`src/rtl/mcod_pkg.sv`:
```
// ----------------------------------------------------------------------------
// mcod_pkg: shared types and constants for the matrix chain order block
// Request and result payloads, sequencer states, status codes and the
// control bundle that drives the shared arithmetic unit.
// ----------------------------------------------------------------------------
package mcod_pkg;

  localparam int DIM_W    = 12;
  localparam int COST_W   = 40;
  localparam int SPLIT_W  = 4;
  localparam int COUNT_W  = 5;
  localparam int STATUS_W = 2;
  localparam int PAIR_W   = 2 * DIM_W;
  localparam int TRIPLE_W = 3 * DIM_W;

  // Result status codes
  localparam logic [STATUS_W-1:0] STAT_OK       = 2'd0;
  localparam logic [STATUS_W-1:0] STAT_TOO_FEW  = 2'd1;
  localparam logic [STATUS_W-1:0] STAT_OVERFLOW = 2'd2;

  typedef struct packed {
    logic [DIM_W-1:0] dim_value;
    logic             last_dim;
  } dim_req_t;

  typedef struct packed {
    logic [COST_W-1:0]   min_cost;
    logic [SPLIT_W-1:0]  top_split;
    logic [COUNT_W-1:0]  matrix_count;
    logic [STATUS_W-1:0] status;
  } rslt_t;

  typedef enum logic [2:0] {
    ST_IDLE,
    ST_RD_A,
    ST_RD_B,
    ST_PAB,
    ST_K_RD,
    ST_K_MUL,
    ST_K_CMP,
    ST_FIN
  } state_t;

  // Control bundle for the shared multiply/add/compare unit
  typedef struct packed {
    logic ld_pa;    // capture p[a]
    logic ld_pab;   // form p[a] * p[b+1]
    logic ld_term;  // form split product and partial cost sum
    logic zero_a;   // left sub-chain is a single matrix
    logic zero_b;   // right sub-chain is a single matrix
    logic do_cmp;   // add and compare against running best
    logic first;    // first split of the cell
  } alu_ctl_t;

endpackage

```
`src/rtl/mcod_dim_ram.sv`:
```
// ----------------------------------------------------------------------------
// mcod_dim_ram: dimension store
// One write port, one registered read port.
// ----------------------------------------------------------------------------
module mcod_dim_ram #(
  parameter int DEPTH = 17,
  parameter int AW    = 5
) (
  input  logic                       clk,
  input  logic                       we,
  input  logic [AW-1:0]              waddr,
  input  logic [mcod_pkg::DIM_W-1:0] wdata,
  input  logic [AW-1:0]              raddr,
  output logic [mcod_pkg::DIM_W-1:0] rdata
);
  import mcod_pkg::*;

  logic [DIM_W-1:0] mem [DEPTH];

  always_ff @(posedge clk) begin
    if (we) begin
      mem[waddr] <= wdata;
    end
    rdata <= mem[raddr];
  end

endmodule

```
`config.mk`:
```
export PLATFORM = sky130hd
export DESIGN_NAME = mcod_dim_ram
export DESIGN_NICKNAME = d
export VERILOG_FILES = /design/src/rtl/mcod_pkg.sv /design/src/rtl/mcod_dim_ram.sv
export SDC_FILE = /design/constraint.sdc
export NUM_CORES = 1
export LEC_CHECK = 0
export BUFFER_PORTS_ARGS = -buffer_cell sky130_fd_sc_hd__clkbuf_2
export CELL_PAD_IN_SITES_DETAIL_PLACEMENT = 0
export CELL_PAD_IN_SITES_GLOBAL_PLACEMENT = 1
export CORE_MARGIN = 1.5
export CORE_UTILIZATION = 58
export DETAILED_ROUTE_END_ITERATION = 7
export PLACE_DENSITY_LB_ADDON = 0.1
export SYNTH_ARGS = -nofsm -noshare
export SYNTH_HDL_FRONTEND = slang
export SYNTH_SLANG_ARGS = --single-unit
```
`constraint.sdc`:
```
create_clock -name clk -period 6.1 [get_ports clk]
set_clock_uncertainty 0.1 [all_clocks]
set_input_delay 1.22 -clock clk [delete_from_list [all_inputs] [get_ports clk]]
set_output_delay 1.22 -clock clk [all_outputs]
set_load 0.01 [all_outputs]
```
Yosys cells after proc, flatten, opt, wreduce, memory -nomap -nowiden
Memory sizes are Yosys's and may differ from the RTL's. A register that Yosys moved wholly into a read port is not among the register bits.
Cells that the tools add are included.
{"block": "word_totals", "register_bits": 0, "mem_bits_rw": 204, "inputBits": 24, "out_inout_bits": 12, "word_cells": 3, "mem_count": 1}
{"block": "op_classes", "muxes": 2}
{"memory": "mem", "words": 17, "word_bits": 12, "rd": 1, "rd_ports_with_merged_regs": 1, "wr": 1, "line": "mcod_dim_ram.sv:18", "text": "logic [DIM_W-1:0] mem [DEPTH];"}
{"op": "$mux 1", "count": 2}

Logic depth before layout (Yosys ltp)
Gate-level depths: netlist of the first run.
{"block": "logic_depth", "ltp_word": 2, "depth_mapped": 5, "mapped_depth_nobuf": 3}

Worst setup path after synthesis of the first run
No wires, ideal clock.
{"block": "synth_timing", "path_type": "in2reg", "startpoint": "in we", "endpoint": "mem mem[8][0] (enable)", "setup_time_ps": 399, "t_arrival_ps": 2594, "t_required_ps": 5601, "path_slack_ps": 3006, "path_stages": 3, "path_buffers": 0, "path_cell_list": "nor2b_1 > nand2_1 > nor3b_1"}
{"block": "synth_between", "elab_chain_len": 2}
{"element": "from (decl)", "line": "mcod_dim_ram.sv:10", "text": "input logic we,"}
{"element": "$mux 1", "line": "mcod_dim_ram.sv:21", "text": "if (we) begin"}
{"element": "$mux 1 (implied by the code)", "line": "mcod_dim_ram.sv:22", "text": "mem[waddr] <= wdata;"}
{"element": "to (decl)", "line": "mcod_dim_ram.sv:18"}
Every way passes these cells.

==> out/summary.txt, run 1 <==
Cts repair resizes - 0
Synth Area in XOR/XNOR - 0
FMAX - 338 MHz
H-Tree Level Count - 1
Worst Hold Class - flop to flop
Ys async rst share - 0
Most used flip-flop cell after synthesis - edfxtp_1
GRT Total Usage - 0.216
Most common cell in the netlist - edfxtp_1
Setup TNS - 0 ns
Clock transition at path regs - 0.06 ns
Clock sink total - 216
Die width - 122 µm
TritonCTS buffer count - 22
Max Cap Violations - 0
Total Die Area - 14900 µm²
Die Ht - 122 µm
Largest family of logic cells by synthesized area - multiplexers
Post-synth top cells - edfxtp_1, mux4_2, nor2_1
CTS tree - built
CP max stage delay - 0.57 ns
Nets - 447
Core area - 13900 µm²
IO Port Bufs - 35
Crit path launch type - input port
CP Class - input port to flop
Min Tclk post-route - 2.96 ns
Syn_area_per_cell - 22.8 µm²
Antenna Diode Count - 0
Dominant cells by area after synthesis - edfxtp_1, mux4_2, dfxtp_1
Fin. Hold Viols - 0
Layout cells sized above 1 - 0.333
Synth warn - 0
Synth Net Count - 386
# DRC - 0
Vias in the first global route - 3794
GPL Wtd Cong - 0.733
Yosys top cell by area - edfxtp_1
Congestion Overflow GR - 0
DRT Pass-1 Iters - 4
Post-synthesis adder-cell area fraction - 0
Crit path DAT - 3.20 ns
Slew Viols, Final - 0
Dpl hpwl - 9090 µm
Via/cell ratio - 5.91
Post-route ant nets - 0
PD cells - 323 nW/µm²
Root buffer cell - clkbuf_16
Req. time, crit path - 6.33 ns
Area growth syn-to-layout - 12.9%
Final setup violation count - 0
Per-cell routed wire length - 24.4 µm
Placed cells - 579
Vias - 3656
Setup crit end kind - flop
Seq/Total Area, Yosys - 0.772
Worst Max-Slew Pin Slew - 0.983 ns
Clk_lat worst skew - 0.49 ns
Part of the cycle the worst path needs - 0.486
Slowest cell on crit path - mux4_2
Setup Buffers After CTS - 0
Leak pwr - 3.07 nW
Worst-path cell chain - clkbuf_2 > buf_4 > mux4_2 > mux2i_1 > a221oi_2
Initial Utilization - 0.594
First-pass GRT wire length - 22900 µm
Unrepaired setup endpoints after global routing - no
Max_slew headroom - 0.344
Starting DRT DRC Count - 284
Post-synth EDFFs - 204
Final non-filler cell total - 619
Reg2Reg Setup Slack - 4.55 ns
Maximum vdd drop - 0.213 mV
Seq cells post-synth - 216
Yosys cell types - 25
Largest net degree at the start of global routing - 33
Mux cell area share after synthesis - 0.149
CP max FO - 32
Row cnt - 43
Synth Instances - 362
Synth Area in Simple Gates - 0.0246
Maximum root-to-sink buffer count - 3
Final wirelength - 15100 µm
Post-synthesis compound-gate area fraction - 0.0363
CTS Hold Bufs - 0
Synthesized area - 8240 µm²
I/O pins - 36
Initial antenna violation count - 0
Outcome - finished clean
Post-synth top area share - 0.743
==> worst paths after layout <==
kind | startpoint | to | cells after the start
worst max-delay path | raddr[2] | rdata[2]$_DFF_P_ | 5
worst min-delay path | mem[16][1]$_DFFE_PP_ | rdata[1]$_DFF_P_ | 2
worst max register to register | mem[9][10]$_DFFE_PP_ | rdata[10]$_DFF_P_ | 3
worst min register to register | mem[16][1]$_DFFE_PP_ | rdata[1]$_DFF_P_ | 2
==> cell usage in the layout, fill, tap and decap left out, types with 2 or more instances in the layout <==
| cell type | count |
|---|---|
| nor3b_2 | 2 |
| clkbuf_16 | 23 |
| nand2_1 | 4 |
| mux4_1 | 7 |
| nor2b_1 | 2 |
| mux2i_1 | 12 |
| dfxtp_1 | 12 |
| edfxtp_1 | 204 |
| nor2_1 | 27 |
| clkinv_2 | 4 |
| clkbuf_2 | 35 |
| clkinv_1 | 3 |
| nand2b_1 | 3 |
| nand3b_1 | 2 |
| a221oi_2 | 12 |
| buf_4 | 19 |
| clkbuf_1 | 9 |
| o22ai_2 | 7 |
| mux4_2 | 41 |
| o22ai_1 | 5 |
==> layer usage <==
layer / track usage / vias to the layer above / part of all wire
met1: 0.309 / 1870 / 0.42
met3: 0.0339 / 17 / 0.070
met4: 0.0552 / 0 / 0.013
met2: 0.357 / 115 / 0.50
li1: - / 1654 / -
met5: 0 / - / 0
==> through the flow <==
stage	area, µm²	util	power, mW	hold slack (ns)	worst slack, ns
after CTS	9310	0.670	3.03	0.464	3.08
after global placement	8660	0.624	1.83	0.437	2.56
after detailed placement	8660	0.624	1.83	0.448	2.56
after floorplan	8240	-	1.78	0.432	3.01
after global routing	9310	0.670	3.10	0.500	2.94
final	9310	0.670	3.01	0.463	3.14
==> state kept, by name, indices dropped and copies added, names as in the netlist <==
| signal | flops |
|---|---|
| rdata | 12 |
| mem | 204 |
==> cells by family (layout without fill, tap and decap cells) <==
group | Yosys count | count (layout)
compound gates | 24 | 24
buf+inv | 18 | 95
flops | 216 | 216
simple gates | 44 | 44
mux | 60 | 60
==> where the power goes <==
group	internal (mW)	switching (mW)	total, mW
clock network	0.694	0.514	1.21
registers	1.65	0.00670	1.65
logic	0.0606	0.0850	0.146
total	2.40	0.605	3.01
==> final cells by class <==
type	instances	area (µm²)
Fill cell	899	4570
Timing Repair Buffer	54	318
Clock buffer	32	609
Inverter	1	3.75
Tap cell	180	225
Clock inverter	8	40.0
Sequential cell	216	6370
Multi-Input combinational cell	128	1740
==> worst max-delay path, delay by kind of cell <==
kind / cells / cell delay [ns]
AOI/OAI and AO/OA: 1 / 0.09
buffers and inverters: 2 / 1.04
muxes: 2 / 0.79
(Power assumes the default switching activity.)
==> run 2, diff against run 1 <==
--- a/config.mk
+++ b/config.mk
@@ -9,7 +9,7 @@
 export CELL_PAD_IN_SITES_DETAIL_PLACEMENT = 0
 export CELL_PAD_IN_SITES_GLOBAL_PLACEMENT = 1
 export CORE_MARGIN = 1.5
-export CORE_UTILIZATION = 58
+export CORE_UTILIZATION = 54
 export DETAILED_ROUTE_END_ITERATION = 7
 export PLACE_DENSITY_LB_ADDON = 0.1
 export SYNTH_ARGS = -nofsm -noshare
==> constraint.sdc (replaced) <==
create_clock -name clk -period 2.9 [get_ports clk]
set_clock_uncertainty 0.1 [all_clocks]
set_input_delay 0.58 -clock clk [delete_from_list [all_inputs] [get_ports clk]]
set_output_delay 0.58 -clock clk [all_outputs]
set_load 0.01 [all_outputs]
==> run 2 against run 1 <==
  * Critical path depth stayed put
  * Highest routed layer unchanged
  * Worst setup slack worse by 2.1 ns
  * Sequential share of layout area is 1.3 points lower
  * Via count is 3.9% higher
  * Worst hold slack worse by 0.061 ns
==> out/summary.txt, run 2 (synthesis gave the netlist of run 1 again) <==
Worst Hold Class - input port to flop
Clk_lat worst skew - 0.49 ns (about the same)
Max Cap Violations - 0 (unchanged)
Int Pwr - 5.37 mW (+120%)
Cts repair resizes - 0 (unchanged)
H-Tree Level Count - 1 (unchanged)
Total Die Area - 16000 µm² (+7.2%)
Setup crit end kind - flop
Final wirelength - 15500 µm (+2.8%)
Maximum vdd drop - 0.372 mV (+75%)
Min Tclk post-route - 1.86 ns
CTS Hold Bufs - 0 (unchanged)
Congestion Overflow GR - 0 (unchanged)
GPL Wtd Cong - 0.754 (+2.9%)
Unrepaired setup endpoints after global routing - no
Sw power - 1.30 mW (+110%)
Outcome - finished clean
Vias in the first global route - 3958 (+4.3%)
Initial Utilization - 0.561 (-0.0331)
Fin. Hold Viols - 0 (unchanged)
FMAX - 538 MHz
Flop pwr share - 0.521 (-0.029)
I/O pins - 36 (unchanged)
CTS tree - built
Starting DRT DRC Count - 328 (+15%)
CP max FO - 17 (-47%)
Die width - 127 µm (+3.6%)
IO Port Bufs - 35 (unchanged)
First-pass GRT wire length - 23800 µm (+4.0%)
GRT Total Usage - 0.205 (-0.0115)
Max_slew headroom - 0.530 (+0.186)
Setup WS post-layout - 1.04 ns (-2.10 ns)
Post-route ant nets - 0 (unchanged)
CP Class - input port to flop
PD cells - 703 nW/µm² (+120%)
Initial antenna violation count - 0 (unchanged)
Antenna Diode Count - 0 (unchanged)
Via/cell ratio - 6.02 (+2.0%)
Fillers - 968 (+7.7%)
Comb power frac - 0.048 (about the same)
Dpl hpwl - 9360 µm (+3.0%)
Worst Max-Slew Pin Slew - 0.704 ns (-0.278 ns)
Max reg flops - 204 (unchanged)
Setup Buffers After CTS - 0 (unchanged)
Root buffer cell - clkbuf_16
Die Ht - 127 µm (+3.6%)
Crit path launch type - input port
Crit path DAT - 2.13 ns (-1.07 ns)
Maximum root-to-sink buffer count - 3 (unchanged)
Area growth syn-to-layout - 15.0%
# DRC - 0 (unchanged)
Most common cell after layout, fill and taps aside - edfxtp_1
Final setup violation count - 0 (unchanged)
Nets - 455 (+1.8%)
Slew Viols, Final - 0 (unchanged)
Switching share of power - 0.195 (-0.00631)
Per-cell routed wire length - 24.6 µm (+0.82%)
Largest registers - mem: 204 flops, rdata: 12 flops
Clock Power Share - 0.431 (+0.029)
Req. time, crit path - 3.17 ns (-3.16 ns)
Largest net degree at the start of global routing - 25 (-24%)
Clock transition at path regs - 0.06 ns (about the same)
Leak pwr - 3.15 nW (+2.9%)
Part of the cycle the worst path needs - 0.641
Vias - 3800 (+3.9%)
Setup Slack @ Placement - 0.500 ns (-2.06 ns)
Layout cells sized above 1 - 0.356 (+0.0231)
Clock sink total - 216 (unchanged)
Row cnt - 44 (+2.3%)
TritonCTS buffer count - 22 (unchanged)
DRT Pass-1 Iters - 4 (unchanged)
Largest Register - mem
Leading cell types in the layout, fill and taps excluded - edfxtp_1, mux4_2, clkbuf_2, nor2_1, buf_4
Core area - 14700 µm² (+5.9%)
Setup TNS - 0 ns (unchanged)
run 2: cell types whose count changed in the layout (fill, tap and decap cells not counted), sizes merged:
cell / previous run / this run
clkinvlp: 0 / 1
clkinv: 7 / 5
bufinv: 0 / 3
buf: 19 / 27
inv: 2 / 1
clkbuf: 67 / 66
run 2: cell type report:
| cell class | count | area [µm²] | share of cell area |
|---|---|---|---|
| inverters | 1 | 3.75 | 0.000396 |
| repair buffers | 62 | 390 | 0.0412 |
| well taps | 184 | 230 | 0.0243 |
| multi-input cells | 128 | 1740 | 0.184 |
| flip-flops and latches | 216 | 6370 | 0.671 |
| clock buffers | 31 | 626 | 0.0660 |
| clock inverters | 9 | 121 | 0.0128 |
run 2: path summary, 6_finish.rpt:
| check | startpoint | end | slack (ns) | depth (start not counted) |
|---|---|---|---|---|
| setup reg to reg | mem[12][10]$_DFFE_PP_ | rdata[10]$_DFF_P_ | 1.38 | 3 |
| setup / recovery | raddr[0] | rdata[4]$_DFF_P_ | 1.04 | 5 |
| hold / removal | wdata[2] | mem[4][2]$_DFFE_PP_ | 0.40 | 1 |
| hold reg to reg | mem[16][7]$_DFFE_PP_ | rdata[7]$_DFF_P_ | 0.46 | 2 |
run 2: through the flow:
step / total power [mW] / hold WS, ns / instance area (µm²) / util / instances
detailed placement: 3.87 / 0.443 / 8730 / 0.594 / 591
global route: 6.87 / 0.420 / 9480 / 0.645 / 631
finish: 6.67 / 0.402 / 9480 / 0.645 / 631
floorplan: 3.74 / 0.432 / 8240 / - / 362
global placement: 3.86 / 0.443 / 8730 / 0.594 / 591
CTS: 6.72 / 0.404 / 9480 / 0.645 / 631
run 2: power groups by stage:
stage	logic [mW]	registers, mW	clock network, mW
final	0.320	3.47	2.87
after global routing	0.348	3.48	3.05
after CTS	0.326	3.47	2.91
after detailed placement	0.326	3.54	0
after global placement	0.319	3.54	0
after floorplan	0.195	3.54	0
run 2: critical path, stage by stage:
cell and delay (ns):
clkbuf_2 0.45, buf_4 0.32, mux4_2 0.53, o22ai_2 0.16
a221oi_2 0.08
run 2: metal layers:
metal / part of all wire / routed length [µm] / track usage / vias up
met5: 0 / 0 / 0 / -
met4: 0.016 / 252 / 0.0548 / 0
met3: 0.048 / 746 / 0.0358 / 21
met2: 0.48 / 7490 / 0.327 / 98
met1: 0.45 / 7050 / 0.299 / 2013
li1: - / - / - / 1668
