$ cat src/rtl/mcod_pkg.sv
// ----------------------------------------------------------------------------
// mcod_pkg: shared types and constants for the matrix chain order block
// Request and result payloads, sequencer states, status codes and the
// control bundle that drives the shared arithmetic unit.
// ----------------------------------------------------------------------------
package mcod_pkg;

  localparam int DIM_W    = 12;
  localparam int COST_W   = 40;
  localparam int SPLIT_W  = 4;
  localparam int COUNT_W  = 5;
  localparam int STATUS_W = 2;
  localparam int PAIR_W   = 2 * DIM_W;
  localparam int TRIPLE_W = 3 * DIM_W;

  // Result status codes
  localparam logic [STATUS_W-1:0] STAT_OK       = 2'd0;
  localparam logic [STATUS_W-1:0] STAT_TOO_FEW  = 2'd1;
  localparam logic [STATUS_W-1:0] STAT_OVERFLOW = 2'd2;

  typedef struct packed {
    logic [DIM_W-1:0] dim_value;
    logic             last_dim;
  } dim_req_t;

  typedef struct packed {
    logic [COST_W-1:0]   min_cost;
    logic [SPLIT_W-1:0]  top_split;
    logic [COUNT_W-1:0]  matrix_count;
    logic [STATUS_W-1:0] status;
  } rslt_t;

  typedef enum logic [2:0] {
    ST_IDLE,
    ST_RD_A,
    ST_RD_B,
    ST_PAB,
    ST_K_RD,
    ST_K_MUL,
    ST_K_CMP,
    ST_FIN
  } state_t;

  // Control bundle for the shared multiply/add/compare unit
  typedef struct packed {
    logic ld_pa;    // capture p[a]
    logic ld_pab;   // form p[a] * p[b+1]
    logic ld_term;  // form split product and partial cost sum
    logic zero_a;   // left sub-chain is a single matrix
    logic zero_b;   // right sub-chain is a single matrix
    logic do_cmp;   // add and compare against running best
    logic first;    // first split of the cell
  } alu_ctl_t;

endpackage

$ cat src/rtl/mcod_alu.sv
// ----------------------------------------------------------------------------
// mcod_alu: shared arithmetic unit
// Two multipliers, two adders and a comparator, stepped by the sequencer to
// evaluate every split of a cell and keep the cheapest (first on ties).
// ----------------------------------------------------------------------------
module mcod_alu #(
  parameter int IW = 4
) (
  input  logic                        clk,
  input  mcod_pkg::alu_ctl_t          ctl,
  input  logic [mcod_pkg::DIM_W-1:0]  dim_rd,
  input  logic [mcod_pkg::COST_W-1:0] cost_a,
  input  logic [mcod_pkg::COST_W-1:0] cost_b,
  input  logic [IW-1:0]               k_idx,
  output logic [mcod_pkg::COST_W-1:0] best,
  output logic [IW-1:0]               best_k
);
  import mcod_pkg::*;

  logic [DIM_W-1:0]    pa;
  logic [PAIR_W-1:0]   pab;
  logic [TRIPLE_W-1:0] prod;
  logic [COST_W-1:0]   csum;
  logic [COST_W-1:0]   ca;
  logic [COST_W-1:0]   cb;
  logic [COST_W-1:0]   cand;

  // diagonal entries are zero and never stored
  assign ca   = ctl.zero_a ? '0 : cost_a;
  assign cb   = ctl.zero_b ? '0 : cost_b;
  assign cand = csum + COST_W'(prod);

  always_ff @(posedge clk) begin
    if (ctl.ld_pa) begin
      pa <= dim_rd;
    end
    if (ctl.ld_pab) begin
      pab <= PAIR_W'(pa) * PAIR_W'(dim_rd);
    end
    if (ctl.ld_term) begin
      prod <= TRIPLE_W'(pab) * TRIPLE_W'(dim_rd);
      csum <= ca + cb;
    end
    // keep strictly smaller only, so ties hold the earliest split
    if (ctl.do_cmp && (ctl.first || (cand < best))) begin
      best   <= cand;
      best_k <= k_idx;
    end
  end

endmodule

$ cat config.mk
export PLATFORM = sky130hd
export DESIGN_NAME = mcod_alu
export DESIGN_NICKNAME = d
export VERILOG_FILES = /design/src/rtl/mcod_pkg.sv /design/src/rtl/mcod_alu.sv
export SDC_FILE = /design/constraint.sdc
export NUM_CORES = 1
export LEC_CHECK = 0
export ABC_AREA = 1
export BUFFER_PORTS_ARGS = -buffer_cell sky130_fd_sc_hd__buf_2
export CORE_ASPECT_RATIO = 0.6
export CORE_MARGIN = 3
export CORE_UTILIZATION = 45
export DETAILED_ROUTE_END_ITERATION = 12
export PLACE_DENSITY = 0.74
export SYNTH_ARGS = -nofsm -noshare
export SYNTH_HDL_FRONTEND = slang
export SYNTH_SLANG_ARGS = --single-unit
$ cat constraint.sdc
create_clock -name clk -period 6.6 [get_ports clk]
set_input_delay 0.99 -clock clk [delete_from_list [all_inputs] [get_ports clk]]
set_output_delay 0.99 -clock clk [all_outputs]
set_load 0.005 [all_outputs]
Word-level counts from Yosys, hierarchy flattened
Index checks and enable logic that the tools add are counted.
{"block": "op_classes", "addsub": 2, "mul": 2, "n_lt_le_gt_ge": 1, "mux": 2, "reduce_logical": 2}
{"operator": "$mux W40", "n": 2}
{"operator": "$add A40 B36 Y40", "n": 1}
{"operator": "$add A40 B40 Y40", "n": 1}
{"operator": "$lt A40 B40 Y1", "n": 1}
{"operator": "$mul A24 B12 Y36", "n": 1}
{"operator": "$mul A12 B12 Y24", "n": 1}
{"operator": "$logic_and A1 B1 Y1", "n": 1}
{"operator": "$logic_or A1 B1 Y1", "n": 1}
{"block": "word_totals", "reg_bits": 156, "out_inout_bits": 44, "wordCells": 15}

Longest topological paths before layout
Gate-level depths: netlist (run 1).
{"block": "logic_depth", "depth_word": 4, "mapped_depth": 25}

Worst setup path after synthesis (run 1)
No wires, ideal clock.
{"block": "synth_path", "path_kind": "input port to flip-flop", "start": "in dim_rd[3] (netlist name)", "end": "reg prod[35], data pin", "t_arrival_ns": 5.310, "required_ns": 6.348, "setup_slack_ns": 1.038, "cell_stages": 19, "path_buffers": 2, "cell_sequence": "clkbuf_1 clkbuf_1 nand2_1 fa_1 inv_1 fa_1 inv_1 fa_1 inv_1 fa_1 fa_1 ha_1 a21oi_1 a21boi_0 nand2_1 a21oi_1 nand2_1 nand2_1 nand2_1"}
{"block": "synth_between", "elab_chain_len": 1}
{"element": "from (decl)", "line": "mcod_alu.sv:11", "source": "input logic [mcod_pkg::DIM_W-1:0] dim_rd,"}
{"element": "$mul A24 B12 Y36", "line": "mcod_alu.sv:41", "source": "prod <= TRIPLE_W'(pab) * TRIPLE_W'(dim_rd);"}
{"element": "to (signal assigned)", "line": "mcod_alu.sv:41"}
{"element": "to (decl)", "line": "mcod_alu.sv:22", "source": "logic [TRIPLE_W-1:0] prod;"}
No other way between the ends.
A chain may end at the register's enable or synchronous reset.

Worst setup path after layout (run 1)
{"block": "layout_path", "start": "in dim_rd[6] (netlist name)", "end": "reg prod[26], data pin"}
Same word-level chain as after synthesis.

==> impl_metrics.csv, run 1 <==
group,metric,value,unit
run_status,status,"finished, final reports clean",
clock_tree,cts_hold_buf,0,
critical_path,critical_path.cell_chain,"buf_2 > nand2_1 > fa_1 > inv_1 > fa_1 > fa_1 > fa_1 > inv_1 > fa_1 > inv_1 > ha_1 > a21oi_1 > o21ai_0 > a21oi_1 > nand2_1 > nand2_1 > nand2_1 > nand2_1 > nand2_1",
layout,fill_cells,5506,
routing,drc,0,
global_route,grt_pass1_wl,117000,um
global_route,grt_pass1_vias,22000,
critical_path,path_class,"in2reg",
worst_hold_path,hold_start,"prod[0]",
routing,postRouteAntennaNets,0,
synthesis,syn_area,0.0263,sq mm
place,gp_congestion,1.00,
synthesis,synth_top_flop_cell,"edfxtp_1",
routing,dr.pass1.iters,6,
synthesis,synthDistinctLibCells,37,
critical_path,worstPathRequired,6.79,ns
clock_tree,cts_resized,0,
synthesis,ys_top_cells_by_area,"fa_1, edfxtp_1, nand2_1",
routing,drt-wirelength-per-cell,15.8,um
worst_hold_path,hp-class,"reg2reg",
clock_tree,clk-insertion-delay-late,0.46,ns
routing,via_per_inst,5.11,
critical_path,crit_start,"dim_rd[6]",
routing,routed_wl,70500,um
synthesis,seq_area_frac_synth,0.178,
die,die_y,193,um
sta,drv_slew,0,
sta,fmax,0.167,GHz
clock_tree,cts_tree,"yes",
clock_tree,numCtsBuffers,17,
critical_path,startpoint_type,"primary input",
clock_tree,htree_levels,4,
clock_tree,numClockSinks,156,
layout,seq_area,0.00468,sq mm
flow_run,maxCapViolCount,0,
place,dpl.hpwl,58800,um
routing,routed-via-count,22900,
synthesis,synth-seq-cells,156,
global_route,grt-ovfl-total,0,
layout,multi_input_area,0.0178,sq mm
synthesis,yosysTopAreaCell,"fa_1",
die,num_io_pins,148,
synthesis,avgSynthCellArea,7.28,sq um
critical_path,slowest_delay,0.73,ns
global_route,grt_start_max_net_pins,77,
synthesis,synth_fp_nets,4286,
layout,nNetsFinal,4378,
sta,finalClockSkew,0.0120,ns
die,die_x,318,um
critical_path,cp_slowest_cell,"buf_2",
synthesis,synth_edf_count,156,
synthesis,ys_async_sr_fraction,0,
clock_tree,clkTransAtPathRegs,0.07,ns
sta,rsz0062_at_grt,"false",
layout,area_delta_synth_final,8.03,%
synthesis,syn_inst,3610,
clock_tree,cts_root_buf,"clkbuf_16",
sta,finalSetupTns,0,ns
synthesis,yosys_warnings,0,
critical_path,r2r_start,"pab[7]",
clock_tree,cts_setup_buffers,0,
routing,drtIter0Drc,2426,
critical_path,path_common_cell,"nand2_1",
layout,drive_gt1_frac,0.0635,
place,portBuffers,147,
die,initial_utilization,0.463,
die,dieArea,0.0614,sq mm
sta,hold_violations,0,
clock_tree,clk_path_buf_depth,2,
sta,fin_crit_sh,0.907,
sta,timing.final.crit_period,5.98,ns
die,core-area,0.0568,sq mm
critical_path,end_kind,"register",
global_route,antenna_found_initial,1,
critical_path,critPathArrivalTime,6.18,ns
place,dpl_cell_area,0.0278,sq mm
synthesis,synthDominantCellAreaShare,0.245,
sta,slew_headroom,0.327,
die,row_count,67,
critical_path,cp_max_fo,37,
layout,final_cell_area,0.0284,sq mm
sta,tightest_slew,1.01,ns
global_route,grtUsageTotal,0.235,
layout,antenna_cells,0,
sta,setup_violations,0,
final timing paths:
kind	end	slack (ns)	cells past startpoint
min reg2reg	best[0]	0.62	1
max	prod[26]	0.62	19
min	best[0]	0.62	1
max reg2reg	prod[26]	1.17	18
sequential cells by signal, summed over array words and instances, names as in the netlist:
signal,flops
prod,36
csum,40
pab,24
best_k,4
pa,12
best,40
cells in the final DEF (no fill, tap or decap), types with 24 or more instances in the layout:
cell and n:
a21oi_1 143, buf_2 147, xor2_1 55, xnor2_1 24, nor3_1 31, inv_1 917, nor2_1 251, nand2_1 1105
edfxtp_1 156, o21ai_0 57, ha_1 250, fa_1 322, nand3_1 94
synthesized netlist by cell type (all sizes together), types with 6 or more instances:
cell type     n
nand2      1115
inv         917
fa          322
nor2        260
ha          250
edfxtp      156
a21oi       144
nand3       105
clkbuf       89
o21ai        64
xor2         55
nor3         34
xnor2        24
nand4        11
a21o         10
nand3b       10
o21bai       10
a31oi         8
o21a          6
routing by layer:
layer | vias to the layer above | share of wire | global-route usage
met5 | - | 0 | 0
met4 | 0 | 0.0081 | 0.0320
met3 | 50 | 0.12 | 0.0572
met2 | 1080 | 0.38 | 0.316
met1 | 10800 | 0.50 | 0.382
li1 | 10900 | - | -
layout make-up:
class,count,area share
clock inverters,15,0.00568
repair buffers,166,0.0323
well taps,759,0.0334
clock buffers,17,0.0150
inverters,917,0.121
flip-flops and latches,156,0.165
multi-input cells,2444,0.627
metrics by stage:
step,cells,setup WS (ns),utilization,hold slack [ns]
global placement,4442,0.408,0.490,0.602
finish,4474,0.616,0.500,0.619
CTS,4474,0.762,0.500,0.621
detailed placement,4442,0.299,0.490,0.598
global route,4474,0.423,0.500,0.636
floorplan,3610,1.04,-,0.529
critical path: cells and delay by family:
family,cells,cell delay (ns)
simple gates,6,0.74
fa+ha+maj,6,2.88
buf+inv,4,0.88
compound gates,3,0.67
cells by family after synthesis:
family | count (synthesis) | synth area share
DFF | 156 | 0.178
buffers and inverters | 1010 | 0.144
AOI/OAI and AO/OA | 247 | 0.0511
adders and majority gates | 572 | 0.364
xor gates and xnor gates | 79 | 0.0263
and+or+nand+nor | 1546 | 0.236
Power of run 1 is not shown: default switching activity piles up to over one toggle a cycle in this logic, so the estimate is an artifact.
==> inputs of run 2 (changes only) <==
GPL_ROUTABILITY_DRIVEN = 0   (was default)
PLACE_DENSITY = 0.76   (was 0.74)
SETUP_SLACK_MARGIN = 0.2   (was default)
clock period = 4.9 ns   (was 6.6 ns; I/O delays follow)
==> run 2 against run 1 <==
Net effect: the flow now finishes with violations (negative setup slack); clock skew grew 0.017 ns; critical path type unchanged; register-to-register slack got worse by 1.3 ns; cell count grew 7.3%; critical path depth rose by 1; setup slack got worse by 0.75 ns.
==> impl_metrics.csv, run 2 (synthesis gave the netlist of run 1 again) <==
group,metric,value,unit
critical_path,critical_path.cell_chain,"buf_2 > buf_12 > nand2_2 > inv_2 > fa_1 > fa_1 > fa_1 > fa_1 > inv_2 > fa_1 > inv_2 > ha_4 > nand2_4 > inv_1 > nand2_2 > nor3_4 > nand3_2 > or2_1 > nand3_1 > nand2_1",
global_route,grtUsageTotal,0.251,
sta,timing.final.crit_period,5.04,ns
die,initial_utilization,0.463,
routing,drc,0,
sta,hold_slack,0.451,ns
sta,finalClockSkew,0.0292,ns
global_route,grt_pass1_wl,124000,um
routing,drt-wirelength-per-cell,16.9,um
critical_path,cpLargestDelayFamily,"adder cells",
layout,layout_common_cells,"nand2_1, inv_1, fa_1",
sta,worst_slack,-0.137,ns
layout,final_util,0.583,
sta,hold_violations,0,
clock_tree,htree_levels,4,
run_status,violations,"negative setup slack",
sta,fin_crit_sh,1.03,
critical_path,cp_num_buf_inv,6,
critical_path,critPathArrivalTime,5.25,ns
sta,slew_headroom,0.405,
sta,fmax,0.199,GHz
layout,fill_cells,4695,
critical_path,path_class,"in2reg",
critical_path,startpoint_type,"primary input",
routing,routed-via-count,24700,
critical_path,slowest_delay,0.61,ns
layout,final_common_cell,"nand2_1",
routing,dr.pass1.iters,6,
sta,tightest_slew,0.893,ns
clock_tree,clk_path_buf_depth,2,
die,die_x,318,um
place,portBuffers,147,
global_route,antenna_found_initial,1,
place,dpl.hpwl,61800,um
clock_tree,cts_tree,"yes",
flow_run,maxCapViolCount,0,
run_status,status,"complete, but fails checks",
layout,reg_top3,"best x40, csum x40, prod x36",
global_route,grt_pass1_vias,23800,
layout,area_delta_synth_final,25.8,%
critical_path,end_kind,"register",
sta,setup_violations,10,
global_route,grt-ovfl-total,0,
die,row_count,67,
critical_path,worstPathRequired,5.12,ns
routing,drtIter0Drc,2919,
layout,nNetsFinal,4706,
routing,postRouteAntennaNets,0,
layout,antenna_cells,0,
clock_tree,clkTransAtPathRegs,0.07,ns
sta,drv_slew,0,
critical_path,cp_max_fo,21,
clock_tree,clk-insertion-delay-late,0.47,ns
clock_tree,numCtsBuffers,17,
clock_tree,numClockSinks,156,
critical_path,cp_slowest_cell,"fa_1",
worst_hold_path,hp-class,"in2reg",
die,die_y,193,um
global_route,grt_start_max_net_pins,41,
layout,drive_gt1_frac,0.218,
die,dieArea,0.0614,sq mm
routing,routed_wl,81400,um
critical_path,path_common_cell,"fa_1",
sta,rsz0062_at_grt,"true",
routing,via_per_inst,5.15,
clock_tree,cts_root_buf,"clkbuf_16",
die,num_io_pins,148,
die,core-area,0.0568,sq mm
-- run 2: changes by cell type in the layout (fill, tap and decap cells not counted), moves of 45 or more --
cell	before	now
buf_6	0	55
nand2_2	10	77
inv_1	917	872
nand2_1	1105	1007
buf_4	16	265
-- run 2: timing repair --
action,CTS,global route
pin swaps,63,131
gates cloned,6,2
resized for setup,118,254
hold buffers,0,0
endpoints found under the hold margin,0,0
endpoints found under the setup margin,38,39
buffers inserted,49,48
-- run 2: cell type report --
class	instances	area, sq um	share of cell area
inverter	917	3440	0.104
multi-input combinational	2444	19400	0.586
timing repair buffer	494	4030	0.122
clock inverter	15	154	0.00465
tap	759	950	0.0287
clock buffer	17	425	0.0129
sequential	156	4680	0.142
-- run 2: per-stage QoR --
stage / setup WS, ns / std cells / setup TNS (ns) / area (sq um)
after floorplan: -0.110 / 3610 / -0.132 / 27200
final: -0.137 / 4802 / -0.490 / 33100
after global placement: -0.534 / 4665 / -16.25 / 30200
after detailed placement: -0.591 / 4665 / -18.73 / 30200
after global routing: -0.207 / 4802 / -1.91 / 33100
after CTS: 0.130 / 4752 / 0 / 31700
-- run 2: path summary, 6_finish.rpt --
check / start / end / slack, ns / cells after the start
max: dim_rd[9] / prod[29] / -0.14 / 20
min: k_idx[0] / best_k[0] / 0.45 / 1
max reg2reg: pab[12] / prod[29] / -0.11 / 20
min reg2reg: csum[0] / best[0] / 0.57 / 1
-- run 2: worst reg2reg max path: stages, from the launching register on --
cell and delay (ns):
edfxtp_1 0.42, buf_4 0.16, buf_4 0.14, nand2_1 0.10, fa_2 0.44, fa_1 0.52
inv_2 0.05, fa_1 0.47, fa_1 0.50, inv_1 0.05, fa_1 0.51, inv_1 0.09
ha_4 0.33, nand2_4 0.08, inv_1 0.09, nand2_2 0.11, nor3_4 0.17, nand3_2 0.10
or2_1 0.26, nand3_1 0.10, nand2_1 0.06
-- run 2: routing by layer --
| metal | vias to the layer above | global-route usage | share of wire |
|---|---|---|---|
| met5 | - | 0 | 0 |
| met4 | 0 | 0.0495 | 0.022 |
| met3 | 162 | 0.0894 | 0.14 |
| met2 | 1379 | 0.344 | 0.40 |
| met1 | 11600 | 0.379 | 0.44 |
| li1 | 11600 | - | - |
Power of run 2 is left out for the same reason.
